$ cat src/sle_pkg.sv
// ----------------------------------------------------------------------------
// sle_pkg
// Types, character codes and helpers shared by the serial line editor.
// ----------------------------------------------------------------------------
package sle_pkg;

	localparam int SLE_LINE_DEPTH = 64;

	localparam logic [7:0] CH_CR       = 8'h0D;
	localparam logic [7:0] CH_LF       = 8'h0A;
	localparam logic [7:0] CH_BS       = 8'h08;
	localparam logic [7:0] CH_DEL      = 8'h7F;
	localparam logic [7:0] CH_BELL     = 8'h07;
	localparam logic [7:0] CH_SPACE    = 8'h20;
	localparam logic [7:0] CH_PRINT_LO = 8'h20;
	localparam logic [7:0] CH_PRINT_HI = 8'h7E;

	localparam logic OP_EDIT = 1'b0;
	localparam logic OP_READ = 1'b1;

	localparam logic KIND_ECHO = 1'b0;
	localparam logic KIND_READ = 1'b1;

	typedef struct packed {
		logic       operation;
		logic [7:0] received_byte;
		logic [5:0] read_index;
	} sle_in_t;

	typedef struct packed {
		logic       out_kind;
		logic [7:0] data_byte;
		logic       line_ready;
		logic [5:0] line_length;
		logic       last;
	} sle_out_t;

	typedef enum logic [2:0] {
		JOB_READ,
		JOB_ECHO,
		JOB_FULL,
		JOB_CR,
		JOB_ERASE
	} sle_job_kind_t;

	// one decoded item on its way to the output serialiser
	typedef struct packed {
		sle_job_kind_t kind;
		logic [7:0]    data;
		logic          ready;
		logic [5:0]    len;
	} sle_job_t;

	function automatic logic [1:0] job_count(sle_job_kind_t kind);
		logic [1:0] n;
		unique case (kind)
			JOB_READ:  n = 2'd1;
			JOB_ECHO:  n = 2'd1;
			JOB_FULL:  n = 2'd2;
			JOB_CR:    n = 2'd2;
			JOB_ERASE: n = 2'd3;
			default:   n = 2'd1;
		endcase
		return n;
	endfunction

endpackage

$ cat src/sle_ram.sv
// ----------------------------------------------------------------------------
// sle_ram
// Generic single-port-write, single-port-read RAM with registered read.
// ----------------------------------------------------------------------------
module sle_ram #(
	parameter int WIDTH = 8,
	parameter int DEPTH = 64
) (
	input  logic                     clk,
	input  logic                     we,
	input  logic [$clog2(DEPTH)-1:0] waddr,
	input  logic [WIDTH-1:0]         wdata,
	input  logic                     re,
	input  logic [$clog2(DEPTH)-1:0] raddr,
	output logic [WIDTH-1:0]         rdata
);

	logic [WIDTH-1:0] mem_q [DEPTH];

	always_ff @(posedge clk) begin
		if (we) begin
			mem_q[waddr] <= wdata;
		end
		if (re) begin
			rdata <= mem_q[raddr];
		end
	end

endmodule

$ cat src/sle_edit.sv
// ----------------------------------------------------------------------------
// sle_edit
// Decodes each item, updates cursor, line store and valid bits, and holds the
// decoded item in the input stage register.
// ----------------------------------------------------------------------------
module sle_edit import sle_pkg::*; #(
	parameter int LINE_DEPTH = SLE_LINE_DEPTH
) (
	input  logic     clk,
	input  logic     arst_n,
	input  sle_in_t  item,
	input  logic     item_valid,
	output logic     item_stall,
	output sle_job_t job,
	output logic     job_valid,
	input  logic     job_free
);

	localparam int CW = $clog2(LINE_DEPTH);
	localparam logic [CW-1:0] CUR_MAX = CW'(LINE_DEPTH - 1);

	logic [CW-1:0]         cursor_q;
	logic [LINE_DEPTH-1:0] vld_q;
	logic                  vld_s1;
	sle_job_t              job_s1;
	logic                  rd_ok_s1;

	logic          acc;
	logic          load;
	sle_job_t      job_d;
	logic [CW-1:0] cursor_d;
	logic          st_wr;
	logic          st_set;
	logic [CW-1:0] st_addr;
	logic          ram_we;
	logic          ram_re;
	logic [CW-1:0] rd_addr;
	logic          rd_ok;
	logic [7:0]    rdata;
	logic [8:0]    idx9;
	logic [8:0]    cur9;
	logic          is_print;

	assign item_stall = vld_s1 && !job_free;
	assign acc        = item_valid && !item_stall;

	assign idx9     = {3'b000, item.read_index};
	assign cur9     = 9'(cursor_q);
	assign rd_addr  = idx9[CW-1:0];
	assign rd_ok    = (idx9 < 9'(LINE_DEPTH)) && vld_q[rd_addr];
	assign is_print = (item.received_byte >= CH_PRINT_LO) &&
		(item.received_byte <= CH_PRINT_HI);

	always_comb begin
		load        = 1'b0;
		job_d.kind  = JOB_ECHO;
		job_d.data  = item.received_byte;
		job_d.ready = 1'b0;
		job_d.len   = '0;
		cursor_d    = cursor_q;
		st_wr       = 1'b0;
		st_set      = 1'b0;
		st_addr     = cursor_q;
		ram_we      = 1'b0;
		ram_re      = 1'b0;
		if (item.operation == OP_READ) begin
			load       = 1'b1;
			job_d.kind = JOB_READ;
			ram_re     = 1'b1;
		end else if (item.received_byte == CH_CR) begin
			load        = 1'b1;
			job_d.kind  = JOB_CR;
			job_d.ready = (cursor_q != '0);
			job_d.len   = cur9[5:0];
			st_wr       = 1'b1;
			cursor_d    = '0;
		end else if (item.received_byte == CH_BS || item.received_byte == CH_DEL) begin
			if (cursor_q != '0) begin
				load       = 1'b1;
				job_d.kind = JOB_ERASE;
				cursor_d   = cursor_q - CW'(1);
				st_wr      = 1'b1;
				st_addr    = cursor_q - CW'(1);
			end
		end else if (is_print) begin
			load = 1'b1;
			if (cursor_q != CUR_MAX) begin
				job_d.kind = JOB_ECHO;
				st_wr      = 1'b1;
				st_set     = 1'b1;
				ram_we     = 1'b1;
				cursor_d   = cursor_q + CW'(1);
			end else begin
				job_d.kind = JOB_FULL;
			end
		end
	end

	sle_ram #(
		.WIDTH(8),
		.DEPTH(LINE_DEPTH)
	) u_store (
		.clk  (clk),
		.we   (acc && ram_we),
		.waddr(cursor_q),
		.wdata(item.received_byte),
		.re   (acc && ram_re),
		.raddr(rd_addr),
		.rdata(rdata)
	);

	always_ff @(posedge clk or negedge arst_n) begin
		if (!arst_n) begin
			cursor_q <= '0;
			vld_q    <= '0;
			vld_s1   <= 1'b0;
		end else begin
			if (acc) begin
				cursor_q <= cursor_d;
				if (st_wr) begin
					vld_q[st_addr] <= st_set;
				end
			end
			if (!item_stall) begin
				vld_s1 <= acc && load;
			end
		end
	end

	always_ff @(posedge clk) begin
		if (acc && load) begin
			job_s1   <= job_d;
			rd_ok_s1 <= rd_ok;
		end
	end

	always_comb begin
		job = job_s1;
		if (job_s1.kind == JOB_READ) begin
			job.data = rd_ok_s1 ? rdata : 8'h00;
		end
	end

	assign job_valid = vld_s1;

`ifndef SYNTHESIS
	a_cursor_range: assert property (@(posedge clk) disable iff (!arst_n)
		cursor_q <= CUR_MAX)
		else $error("cursor beyond last column");

	a_stall_held: assert property (@(posedge clk) disable iff (!arst_n)
		item_stall |-> vld_s1 && !job_free)
		else $error("stall without a held item");

	a_cr_rewind: assert property (@(posedge clk) disable iff (!arst_n)
		acc && item.operation == OP_EDIT && item.received_byte == CH_CR |=> cursor_q == '0)
		else $error("cursor not rewound after CR");
`endif

endmodule

$ cat src/sle_emit.sv
// ----------------------------------------------------------------------------
// sle_emit
// Output stage: holds one decoded item and sends its one to three results.
// ----------------------------------------------------------------------------
module sle_emit import sle_pkg::*; (
	input  logic     clk,
	input  logic     arst_n,
	input  sle_job_t job,
	input  logic     job_valid,
	output logic     job_free,
	output sle_out_t result,
	output logic     result_valid,
	input  logic     result_stall
);

	logic       vld_s2;
	logic [1:0] idx_s2;
	sle_job_t   job_s2;
	logic       take;
	logic       done;

	assign result_valid = vld_s2;
	assign take         = vld_s2 && !result_stall;
	assign done         = take && result.last;
	assign job_free     = !vld_s2 || done;

	always_comb begin
		result = '0;
		result.out_kind = KIND_ECHO;
		unique case (job_s2.kind)
			JOB_READ: begin
				result.out_kind  = KIND_READ;
				result.data_byte = job_s2.data;
				result.last      = 1'b1;
			end
			JOB_ECHO: begin
				result.data_byte = job_s2.data;
				result.last      = 1'b1;
			end
			JOB_FULL: begin
				result.data_byte = (idx_s2 == 2'd0) ? job_s2.data : CH_BELL;
				result.last      = (idx_s2 != 2'd0);
			end
			JOB_CR: begin
				if (idx_s2 == 2'd0) begin
					result.data_byte = CH_CR;
				end else begin
					result.data_byte   = CH_LF;
					result.line_ready  = job_s2.ready;
					result.line_length = job_s2.ready ? job_s2.len : 6'd0;
					result.last        = 1'b1;
				end
			end
			JOB_ERASE: begin
				result.data_byte = (idx_s2 == 2'd1) ? CH_SPACE : CH_BS;
				result.last      = (idx_s2 == 2'd2);
			end
			default: begin
				result.last = 1'b1;
			end
		endcase
	end

	always_ff @(posedge clk or negedge arst_n) begin
		if (!arst_n) begin
			vld_s2 <= 1'b0;
			idx_s2 <= '0;
		end else if (job_free) begin
			vld_s2 <= job_valid;
			idx_s2 <= '0;
		end else if (take) begin
			idx_s2 <= idx_s2 + 2'd1;
		end
	end

	always_ff @(posedge clk) begin
		if (job_free && job_valid) begin
			job_s2 <= job;
		end
	end

`ifndef SYNTHESIS
	a_idx_range: assert property (@(posedge clk) disable iff (!arst_n)
		vld_s2 |-> idx_s2 < job_count(job_s2.kind))
		else $error("result index past item's result count");

	a_keep_going: assert property (@(posedge clk) disable iff (!arst_n)
		take && !result.last |=> result_valid && idx_s2 == $past(idx_s2) + 2'd1)
		else $error("item dropped before its last result");

	a_ready_last: assert property (@(posedge clk) disable iff (!arst_n)
		result_valid && result.line_ready |-> result.last && result.data_byte == CH_LF)
		else $error("line ready off the LF echo");
`endif

endmodule

$ cat src/serial_line_editor_echo_core.sv
// ----------------------------------------------------------------------------
// serial_line_editor_echo_core
// Terminal line editor with echo for received serial bytes.
// ----------------------------------------------------------------------------
// An item is decoded as it is taken, the cursor and line store are updated at
// once, and the item is held in the input stage register and then moves to the
// output stage, which hands out its results one per cycle while result_stall is
// low (one for a stored byte or a read, two for CR or a full line, three for an
// erase, none for ignored bytes). A new item is stalled while the input stage
// holds an item that the output stage cannot yet take; a read takes its data
// from the registered read port of the store RAM. The store is cleared at reset
// through per-entry valid bits, so no clearing pass is needed.
module serial_line_editor_echo_core import sle_pkg::*; #(
	parameter int LINE_DEPTH = SLE_LINE_DEPTH
) (
	input  logic     clk,
	input  logic     arst_n,
	input  sle_in_t  item,
	input  logic     item_valid,
	output logic     item_stall,
	output sle_out_t result,
	output logic     result_valid,
	input  logic     result_stall
);

	sle_job_t job;
	logic     job_valid;
	logic     job_free;

	sle_edit #(
		.LINE_DEPTH(LINE_DEPTH)
	) u_edit (
		.clk       (clk),
		.arst_n    (arst_n),
		.item      (item),
		.item_valid(item_valid),
		.item_stall(item_stall),
		.job       (job),
		.job_valid (job_valid),
		.job_free  (job_free)
	);

	sle_emit u_emit (
		.clk         (clk),
		.arst_n      (arst_n),
		.job         (job),
		.job_valid   (job_valid),
		.job_free    (job_free),
		.result      (result),
		.result_valid(result_valid),
		.result_stall(result_stall)
	);

endmodule
$ cat config.mk
export PLATFORM = sky130hd
export DESIGN_NAME = serial_line_editor_echo_core
export DESIGN_NICKNAME = d
export VERILOG_FILES = /design/src/sle_pkg.sv /design/src/sle_ram.sv /design/src/sle_edit.sv /design/src/sle_emit.sv /design/src/serial_line_editor_echo_core.sv
export SDC_FILE = /design/constraint.sdc
export NUM_CORES = 1
export LEC_CHECK = 0
export BUFFER_PORTS_ARGS = -buffer_cell sky130_fd_sc_hd__buf_2
export CAP_MARGIN = 20
export CORE_MARGIN = 2
export CORE_UTILIZATION = 34
export CTS_CLUSTER_DIAMETER = 80
export DETAILED_ROUTE_END_ITERATION = 7
export HOLD_SLACK_MARGIN = 0.06
export MAX_ROUTING_LAYER = met4
export PLACE_DENSITY = 0.56
export SLEW_MARGIN = 20
export SYNTH_ARGS = -nofsm -noshare
export SYNTH_HDL_FRONTEND = slang
export SYNTH_SLANG_ARGS = --single-unit
$ cat constraint.sdc
create_clock -name clk -period 3.1 [get_ports clk]
set_clock_uncertainty 0.2 [all_clocks]
set_input_delay 0.93 -clock clk [delete_from_list [all_inputs] [get_ports clk]]
set_output_delay 0.93 -clock clk [all_outputs]
set_load 0.1 [all_outputs]
Yosys cells after proc, flatten, opt, wreduce, memory -nomap -nowiden
Memories as Yosys holds them, arrays and structs flattened. A register that Yosys moved wholly into a read port is not among the register bits.
Index checks and enable logic that the tools add are counted.
{"block": "totals", "regBits": 111, "ramBits": 512, "in_bits": 19, "out_inout_bits": 19, "word_cells": 114, "n_memories": 1}
{"name": "u_edit.u_store.mem_q", "words": 64, "width": 8, "rd": 1, "rd_clocked_by_memory_dff": 1, "write_ports": 1, "line": "sle_ram.sv:18", "rtl": "logic [WIDTH-1:0] mem_q [DEPTH];"}
{"block": "op_classes", "addsub": 3, "magnitude_cmp": 6, "eq_ne": 10, "n_mux": 47, "bitwise_logic": 2, "n_reduce_logical": 30}
{"cell": "bitwise mux 64 bit", "n": 1}
{"cell": "2-to-1 mux 6 bit", "n": 10}
{"cell": "2-to-1 mux 8 bit", "n": 4}
{"cell": "one-hot mux 8 bit (4 select lines)", "n": 1}
{"cell": "less-than comparator 6 x 7 -> 1 bit, second input constant", "n": 3}
{"cell": "2-to-1 mux 1 bit", "n": 19}
{"cell": "== test 8 x 4 -> 1 bit, second input constant", "n": 2}
{"cell": "2-to-1 mux 3 bit", "n": 4}
{"cell": "logical AND 1 bit", "n": 11}
{"cell": "== test 8 x 7 -> 1 bit, second input constant", "n": 1}
{"cell": ">= comparator 8 x 6 -> 1 bit, second input constant", "n": 1}
{"cell": "less-or-equal comparator 8 x 7 -> 1 bit, second input constant", "n": 1}
{"cell": "2-to-1 mux 2 bit", "n": 4}
{"cell": "2-to-1 mux 7 bit", "n": 1}
{"cell": "adder 6 x 1 -> 6 bit, second input constant", "n": 1}
{"cell": "binary-select mux 1 bit (select 6 bit)", "n": 1}
{"cell": "demux 1 bit (select 6 bit)", "n": 1}
{"cell": "== test 3 x 2 -> 1 bit, second input constant", "n": 2}
{"cell": ">= comparator 6 x 1 -> 1 bit, second input constant", "n": 1}
{"cell": "logical NOT 3 bit", "n": 2}
{"cell": "!= test 6 bit, second input constant", "n": 1}
{"cell": "nonzero test 3 bit", "n": 2}
{"cell": "nonzero test 6 bit", "n": 1}
{"cell": "OR reduction 2 bit", "n": 3}
{"cell": "other kinds (14)", "n": 20}

Depth between registers and ports, before layout
Gate-level depths: netlist of run 1.
{"block": "depth", "word_depth": 12, "depth_mapped": 12}

By module
Synthesis of run 1 repeated with hierarchy kept, for this count alone.
{"block": "hier_totals", "hier_cells": 1483, "hier_area_um2": 26446.6}
{"module": "sle_ram", "instances": 1, "cells_per_inst": 940, "area_per_inst_um2": 20246.9}
{"module": "sle_edit", "instances": 1, "cells_per_inst": 471, "area_per_inst_um2": 5201.2}
{"module": "sle_emit", "instances": 1, "cells_per_inst": 72, "area_per_inst_um2": 998.5}

Worst setup path before layout of run 1
Ideal clock, no wire load.
{"block": "synth_timing", "kind": "register to output", "from": "register u_emit.idx_s2[0]", "to": "output port result[1] in the netlist's numbering", "arrival_time_ps": 5125, "t_required_ps": 1970, "slack_ps": -3155, "path_stages_with_launch": 5, "path_buffers": 0, "path_cell_list": "dfrtp_1 -> inv_1 -> ha_1 -> nor4b_1 -> and2_1"}
{"item": "start, declared", "line": "sle_emit.sv:17", "rtl": "logic [1:0] idx_s2;"}
{"item": "start signal, assigned", "line": "sle_emit.sv:72", "rtl": "idx_s2 <= idx_s2 + 2'd1;"}
{"item": "end, declared", "line": "serial_line_editor_echo_core.sv:21", "rtl": "output sle_out_t result,"}

==> flow_summary.json, run 1 <==
{
  "hold_buffers": 0,
  "p_leak_nw": 11.0,
  "comb_power_share_pct": 15.4,
  "slew_viol_final": 0,
  "drive_above_1_share_pct": 44.2,
  "gr-total-overflow": 0,
  "cts.clk_slew.worst_paths_ns": 0.06,
  "worst_slack_ns": -0.115,
  "switchingPower_mw": 5.25,
  "async_flop_share_pct": 11.7,
  "outcome": "finished with violations",
  "yosysMostFrequentCell": "edfxtp_1",
  "io_pins": 38,
  "vias_per_cell": 5.26,
  "seqPwrFrac_pct": 48.2,
  "drtPass1Iterations": 5,
  "worst_pin_slew_ns": 0.966,
  "drtAntennaViolNets": 0,
  "synthesis.nets": 1375,
  "crit_chain": "inv_2, ha_4, buf_6, nor4b_4, buf_4, and2_4, buf_12",
  "yosysTopAreaCellShare_pct": 64.7,
  "period_minus_slack_ns": 3.21,
  "period_share_pct": 104,
  "critPathBufInv": 4,
  "path_max_fanout": 6,
  "syn_area_um2": 25900,
  "violations": "setup timing",
  "p_int_mw": 14.8,
  "max-cap-violations": 0,
  "drc_errors": 0,
  "setup_viol": 11,
  "rr_worst_depth": 10,
  "end_kind": "output port",
  "yosysWarnings": 0,
  "synth_edf_count": 557,
  "core_area_um2": 75600,
  "antenna_found_initial": 8,
  "vias": 14000,
  "start_util_pct": 34.2,
  "dpl.hpwl_um": 44500,
  "fin_cells": 2658,
  "post-route-util_pct": 43.5,
  "cp_num_cells": 7,
  "slew_headroom_pct": 35.6,
  "power_switching_share_pct": 26.2,
  "wirelength_um": 66000,
  "synth-seq-cells": 631,
  "groute.usage.overall_pct": 17.5,
  "holdWs_ns": 0.109,
  "grt_pass1_wl_um": 96800,
  "syn_inst": 1351,
  "portBuffers": 37,
  "pre_cts_slack_ns": -0.624,
  "die_width_um": 280,
  "crit_family": "buffers and inverters",
  "synthFlopType": "edfxtp_1",
  "detail_route.wl_per_cell_um": 24.8,
  "final_nets": 1653,
  "gp_congestion": 0.870,
  "clockBufferDepth": 3,
  "yosys.area.top_type": "edfxtp_1",
  "clock.fmax_mhz": 311,
  "synthTopCellsByArea": "edfxtp_1, mux4_2, dfrtp_1",
  "grt_max_degree": 65,
  "final_hold_viol_count": 0,
  "vdd_drop_max_uv": 333,
  "worst_path_largest_cell_delay_ns": 0.38,
  "area_growth_pct": 27.2,
  "required_ns": 1.97,
  "slowest_stage": "dfrtp_1",
  "yosysSeqAreaShare_pct": 71.8,
  "rows": 101,
  "clkLatencyLatePin_ns": 0.60,
  "ys_types": 55,
  "htreeDepth": 3,
  "clock_power_share_pct": 36.4,
  "dp.cells": 2529,
  "path_class": "reg -> out",
  "cts_tree": "done",
  "drt_iter0_drc": 1261,
  "cts_root_buffer": "clkbuf_16",
  "dieHeight_um": 280,
  "synth_commonest_cells": "edfxtp_1, mux4_2, nor2_1",
  "avgSynthCellArea_um2": 19.1,
  "start_kind": "flop",
  "cts-buffers-inserted": 67,
  "die_area_um2": 78300,
  "hold_class": "in -> async",
  "critPathArrivalTime_ns": 2.08,
  "p_per_area_nw_per_um2": 609,
  "rsz0062_at_grt": "true",
  "cts_num_sinks": 631,
  "grt_pass1_vias": 14100
}
[worst paths after layout]
check	from	to	slack, ns
worst max-delay path	u_emit.idx_s2[1]$_DFFE_PN0P_	result[1]	-0.11
worst min-delay path	arst_n	u_edit.cursor_q[5]$_DFFE_PN0P_	0.11
worst max register to register	u_emit.idx_s2[0]$_DFFE_PN0P_	u_edit.vld_q[57]$_DFFE_PN0P_	0.09
worst min register to register	u_edit.job[5]$_SDFFCE_PP0P_	u_emit.job_s2[5]$_DFFE_PP_	0.22
max in group asynchronous	arst_n	u_edit.vld_q[61]$_DFFE_PN0P_	1.96
min in group clk	u_edit.job[5]$_SDFFCE_PP0P_	u_emit.job_s2[5]$_DFFE_PP_	0.22
[cell type report]
cell class / instances / area, um2
fillers: 6542 / 42700
repair buffers: 287 / 3330
inverters: 11 / 41.3
flip-flops and latches: 631 / 18600
clock inverters: 30 / 183
well taps: 978 / 1220
clock buffers: 88 / 1780
multi-input cells: 631 / 7750
diodes: 2 / 5.00
[power groups by stage]
stage	Clock, mW	Sequential [mW]	Combinational, mW
5_1_grt	7.77	9.66	3.29
2_1_floorplan	0	9.78	1.73
3_5_place_dp	0	9.82	2.88
4_1_cts	7.45	9.64	2.99
6_report	7.29	9.64	3.09
3_3_place_gp	0	9.81	2.87
[registers in the layout, summed over array words and instances, names as in the netlist]
name,flops
u_edit.cursor_q,6
u_edit.vld_q,64
u_edit.job_s1,8
u_edit.job_valid,1
u_emit.idx_s2,2
u_emit.job_s2,18
u_edit.job,10
u_edit.u_store.mem_q,512
u_edit.rd_ok_s1,1
u_edit.u_store.rdata,8
u_emit.result_valid,1
[metal layers]
| metal | up-vias | GRT usage [%] | wire length (um) |
|---|---|---|---|
| li1 | 6039 | - | - |
| met1 | 7393 | 24.7 | 29600 |
| met2 | 472 | 25.7 | 30500 |
| met4 | 0 | 3.76 | 1020 |
| met5 | - | - | 0 |
| met3 | 77 | 4.36 | 4870 |
[kinds of logic after synthesis]
kind of cell,count (synthesis),share of synthesized area [%]
flip-flops,631,71.8
AND/OR/NAND/NOR,287,5.32
multiplexers,248,19.0
AO/OA/AOI/OAI,91,2.22
buffers and inverters,89,1.37
adder cells (fa/ha/maj),5,0.242
[repair_timing]
action                                  in CTS  in global routing
cloned                                       0                  1
endpoints found under the setup margin      18                349
setup buffers                                3                  5
resized for setup                           34                 82
pin swaps                                    9                 14
[per-stage QoR]
step                      setup TNS (ns)  power, mW  area, um2
after floorplan                   -94.67       11.5      26700
after CTS                         -0.996       20.1      32500
after global routing               -6.30       20.7      32900
after global placement           -192.14       12.7      30400
final                             -0.848       20.0      32900
after detailed placement         -175.38       12.7      30400
[cells in the final DEF, fill, tap and decap left out, types with 15 or more instances in the layout]
cell / instances
mux2_2: 18
nor2_1: 37
clkinv_1: 17
nor2b_1: 15
buf_12: 85
mux4_2: 189
buf_2: 15
edfxtp_1: 557
nor2_4: 61
nor2_2: 31
clkbuf_1: 20
buf_4: 152
o21ai_0: 37
dfrtp_1: 74
mux2_4: 21
nand3_1: 15
nand2_1: 46
buf_6: 30
clkbuf_16: 69
mux2_1: 15
(Power assumes the default switching activity.)
==> inputs of run 2 (changes only) <==
- GPL_ROUTABILITY_DRIVEN: unset -> 0
- clock period: 3.1 -> 2.7 ns (I/O delays scaled with it)
==> run 2 against run 1 <==
Against the previous run:
- cell count increased by 1.2%
- non-clock buffer count increased by 26
- first-iteration DRC count decreased by 3.8%
- combinational power increased by 29%
- register-to-register slack got worse by 0.42 ns
- the flow still finishes with violations (setup timing)
- utilization increased by 1.7 points
==> flow_summary.json, run 2 (synthesis gave the netlist of run 1 again) <==
{
  "outcome": "finished with violations",
  "violations": "setup timing",
  "gr-total-overflow": 0,
  "core_area_um2": 75600,
  "dieHeight_um": 280,
  "grt_max_degree": 66,
  "rr_worst_depth": 12,
  "mostFrequentLayoutCells": "edfxtp_1, mux4_2, buf_4",
  "drive_above_1_share_pct": 48.6,
  "drc_errors": 0,
  "setup_viol": 591,
  "rsz0062_at_grt": "true",
  "vias": 14100,
  "final_nets": 1682,
  "cts.clk_slew.worst_paths_ns": 0.06,
  "max-cap-violations": 0,
  "grt_pass1_vias": 14500,
  "r2r-start": "u_emit.idx_s2[1]$_DFFE_PN0P_",
  "worstReg2RegEnd": "u_edit.u_store.mem_q[38][7]$_DFFE_PP_",
  "path_max_fanout": 2,
  "clockBufferDepth": 3,
  "drtAntennaViolNets": 0,
  "final_hold_viol_count": 0,
  "required_ns": 1.69,
  "area_growth_pct": 32.2,
  "die_area_um2": 78300,
  "power.total_mw": 24.1,
  "layout_commonest_cell": "edfxtp_1",
  "drt_iter0_drc": 1213,
  "diodes": 0,
  "critPathArrivalTime_ns": 2.06,
  "whs_path_depth": 0,
  "slew_headroom_pct": 49.0,
  "period_share_pct": 114,
  "cts_tree": "done",
  "clkLatencyLatePin_ns": 0.61,
  "rows": 101,
  "top_register": "u_edit.u_store.mem_q",
  "antenna_found_initial": 2,
  "vdd_drop_max_uv": 481,
  "largestRegisters": "u_edit.u_store.mem_q (512), u_edit.vld_q (64), u_emit.job_s2 (18)",
  "min_to": "u_emit.job_s2[4]$_DFFE_PP_",
  "cts_num_sinks": 631,
  "wirelength_um": 65800,
  "cts_root_buffer": "clkbuf_16",
  "path_class": "reg -> out",
  "dpl.hpwl_um": 43000,
  "p_leak_nw": 11.5,
  "place_area_um2": 30200,
  "fin_area_um2": 34200,
  "worst_slack_ns": -0.375,
  "groute.usage.overall_pct": 17.6,
  "worst_pin_slew_ns": 0.764,
  "drtPass1Iterations": 5,
  "post-route-util_pct": 45.2,
  "start_kind": "flop",
  "r2r_slack_ns": -0.33,
  "period_minus_slack_ns": 3.07,
  "p_per_area_nw_per_um2": 706,
  "hold_class": "reg -> reg",
  "grt_pass1_wl_um": 97900,
  "vias_per_cell": 5.22,
  "die_width_um": 280,
  "clock.fmax_mhz": 325,
  "portBuffers": 37,
  "detail_route.wl_per_cell_um": 24.5,
  "end_kind": "output port",
  "io_pins": 38,
  "min-delay-start": "u_edit.job[4]$_SDFFCE_PP0P_",
  "slew_viol_final": 0,
  "cts-buffers-inserted": 70,
  "start_util_pct": 34.2,
  "largest_reg_flops": 512,
  "htreeDepth": 3
}
## run 2: layout make-up
cell class / instances / area [um2]
fillers: 6395 / 41400
flip-flops and latches: 631 / 18600
multi-input cells: 631 / 8290
repair buffers: 313 / 3860
clock buffers: 87 / 1840
well taps: 978 / 1220
clock inverters: 40 / 367
inverters: 11 / 41.3
## run 2: stage by stage
step                std cells  setup TNS (ns)  hold WS [ns]  setup WS (ns)
finish                   2691         -131.83         0.217         -0.375
global route             2691         -195.45         0.230         -0.467
CTS                      2686         -128.12         0.218         -0.426
detailed placement       2517         -330.11         0.205         -0.811
global placement         2517         -335.16         0.206         -0.839
floorplan                1351         -317.51         0.200         -0.811
## run 2: routing by layer
| layer | vias up | GRT usage (%) | share of wire (%) |
|---|---|---|---|
| met5 | - | - | 0 |
| li1 | 6118 | - | - |
| met2 | 382 | 27.3 | 48 |
| met1 | 7464 | 24.0 | 45 |
| met4 | 0 | 5.31 | 2.3 |
| met3 | 92 | 2.94 | 4.9 |
## run 2: timing repair
item                                    CTS  global route
hold buffers                              1             0
gates cloned                              3             2
endpoints found under the setup margin  602           605
buffers inserted                         40             6
endpoints found under the hold margin    30             0
pin swaps                                76            28
gates resized for setup                 272            60
## run 2: worst max path at each step
stage                                 startpoint                           end  slack [ns]  depth (start not counted)
floorplan           u_emit.idx_s2[0]$_DFFE_PN0P_                     result[5]       -0.81                          4
finish              u_emit.idx_s2[1]$_DFFE_PN0P_                    item_stall       -0.37                          6
detailed placement                      item[11]   u_edit.vld_q[7]$_DFFE_PN0P_       -0.81                          9
global route        u_emit.idx_s2[1]$_DFFE_PN0P_                     result[5]       -0.47                          7
global placement                        item[11]  u_edit.vld_q[63]$_DFFE_PN0P_       -0.84                          9
CTS                 u_emit.idx_s2[0]$_DFFE_PN0P_                    item_stall       -0.43                          7
## run 2: critical path, cell delays in order, from the launching register on
cell     delay, ns
dfrtp_1       0.37
inv_2         0.06
ha_4          0.15
and3b_2       0.20
o311a_4       0.38
buf_6         0.13
buf_12        0.15
## run 2: where the power goes
group          switching [mW]  leakage, nW  internal, mW
combinational            2.34         4.36          1.66
sequential              0.136         6.05          10.9
clock                    3.84         1.06          5.27
total                    6.31         11.5          17.8
==> inputs of run 3 (changes only) <==
- CTS_BUF_LIST: unset -> sky130_fd_sc_hd__clkbuf_8 sky130_fd_sc_hd__clkbuf_16
==> run 3 against run 2 <==
Against the previous run:
- the run still ends with setup timing left
- die area unchanged
- hold slack about the same
- via count decreased by 0.16%
- critical path type unchanged
- largest cell class unchanged
==> flow_summary.json, run 3 (synthesis gave the netlist of run 1 again) <==
{
  "outcome": "finished with violations",
  "violations": "setup timing",
  "worst_pin_slew_ns": 0.766,
  "seq_area_um2": 18600,
  "critPathBufInv": 3,
  "htreeDepth": 3,
  "required_ns": 1.69,
  "grt_pass1_wl_um": 97800,
  "clkLatencyLatePin_ns": 0.62,
  "vdd_drop_max_uv": 485,
  "gr-total-overflow": 0,
  "cts_tree": "done",
  "grt_pass1_vias": 14500,
  "worst_path_largest_cell_delay_ns": 0.38,
  "power.total_mw": 24.1,
  "drc_errors": 0,
  "io_pins": 38,
  "cts_root_buffer": "clkbuf_16",
  "portBuffers": 37,
  "final_hold_viol_count": 0,
  "die_area_um2": 78300,
  "seqPwrFrac_pct": 45.8,
  "antenna_found_initial": 2,
  "cts-buffers-inserted": 70,
  "die_width_um": 280,
  "period_minus_slack_ns": 3.07,
  "dieHeight_um": 280,
  "nFillCells": 6395,
  "p_per_area_nw_per_um2": 705,
  "groute.usage.overall_pct": 17.6,
  "top_register": "u_edit.u_store.mem_q",
  "slew_headroom_pct": 48.9,
  "drtPass1Iterations": 5,
  "drtAntennaViolNets": 0,
  "max-cap-violations": 0,
  "setup_viol": 592,
  "rsz0062_at_grt": "true",
  "switchingPower_mw": 6.32,
  "period_share_pct": 114,
  "cts_num_sinks": 631,
  "path_class": "reg -> out",
  "power_switching_share_pct": 26.2,
  "critPathArrivalTime_ns": 2.06,
  "clock_power_share_pct": 37.5,
  "largest_reg_flops": 512,
  "start_util_pct": 34.2,
  "worst_slack_ns": -0.375,
  "vias": 14000,
  "holdWs_ns": 0.217,
  "largestRegisters": "u_edit.u_store.mem_q (512), u_edit.vld_q (64), u_emit.job_s2 (18)",
  "clockBufferDepth": 3,
  "slowest_stage": "o311a_4",
  "wirelength_um": 65900,
  "slew_viol_final": 0,
  "fin_cells": 2691,
  "drive_above_1_share_pct": 48.6,
  "rows": 101,
  "post-route-util_pct": 45.2,
  "vias_per_cell": 5.22,
  "multi_input_area_um2": 8290,
  "mostFrequentLayoutCells": "edfxtp_1, mux4_2, buf_4",
  "end_kind": "output port",
  "hold_class": "reg -> reg",
  "comb_power_share_pct": 16.6,
  "drt_iter0_drc": 1297,
  "area_growth_pct": 32.2,
  "dpl.hpwl_um": 43000,
  "start_kind": "flop",
  "grt_max_degree": 66,
  "path_max_fanout": 2,
  "final_nets": 1682,
  "dp.cells": 2517,
  "clock.fmax_mhz": 325,
  "detail_route.wl_per_cell_um": 24.5,
  "p_int_mw": 17.8,
  "cts.clk_slew.worst_paths_ns": 0.06,
  "p_leak_nw": 11.5,
  "core_area_um2": 75600,
  "crit_family": "compound AO/OA/AOI/OAI gates",
  "crit_chain": "inv_2, ha_4, and3b_2, o311a_4, buf_6, buf_12",
  "layout_commonest_cell": "edfxtp_1",
  "diodes": 0
}
## run 3: cell count changes in the layout (fill, tap and decap cells not counted), sizes merged
cell    change
clkbuf     -16
inv        +16
## run 3: metal layers
layer	up-vias	track usage, %	routed length (um)
met5	-	-	0
met4	0	5.31	1480
met3	88	2.94	3330
met2	386	27.3	31700
met1	7442	24.0	29300
li1	6118	-	-
## run 3: power groups by stage
stage / sequential, mW / clock, mW / combinational [mW]
final: 11.0 / 9.05 / 4.00
after global routing: 11.1 / 9.64 / 4.23
after CTS: 11.0 / 9.26 / 3.92
after detailed placement: 11.2 / 0 / 3.62
after global placement: 11.2 / 0 / 3.58
after floorplan: 11.2 / 0 / 2.01
## run 3: cell type report
| class | instances | share of cell area [%] |
|---|---|---|
| Inverter | 11 | 0.121 |
| Sequential cell | 631 | 54.3 |
| Clock inverter | 56 | 1.25 |
| Clock buffer | 71 | 5.20 |
| Multi-Input combinational cell | 631 | 24.2 |
| Timing Repair Buffer | 313 | 11.3 |
| Tap cell | 978 | 3.58 |
## run 3: repair_timing
item / 4_1_cts / 5_1_grt
pin swaps: 76 / 28
setup buffers: 40 / 6
cloned: 3 / 2
hold buffers: 1 / 0
setup endpoints to repair: 602 / 605
resized for setup: 272 / 60
hold endpoints to repair: 30 / 0
## run 3: metrics by stage
stage               area [um2]  worst slack (ns)  TNS, ns
floorplan                26600            -0.811  -317.51
global placement         30200            -0.839  -335.16
detailed placement       30200            -0.811  -330.11
CTS                      33900            -0.426  -128.30
global route             34200            -0.467  -195.60
finish                   34200            -0.375  -133.19
## run 3: path summary, 6_finish.rpt
| check | start | cells after the start | endpoint | slack, ns |
|---|---|---|---|---|
| max in group asynchronous | arst_n | 3 | u_edit.vld_q[20]$_DFFE_PN0P_ | 1.20 |
| min in group asynchronous | arst_n | 2 | u_emit.idx_s2[1]$_DFFE_PN0P_ | 0.52 |
| worst min register to register | u_edit.job[4]$_SDFFCE_PP0P_ | 0 | u_emit.job_s2[4]$_DFFE_PP_ | 0.22 |
| worst max register to register | u_emit.idx_s2[1]$_DFFE_PN0P_ | 12 | u_edit.u_store.mem_q[38][7]$_DFFE_PP_ | -0.33 |
| worst max-delay path | u_emit.idx_s2[1]$_DFFE_PN0P_ | 6 | item_stall | -0.37 |
| worst min-delay path | u_edit.job[4]$_SDFFCE_PP0P_ | 0 | u_emit.job_s2[4]$_DFFE_PP_ | 0.22 |
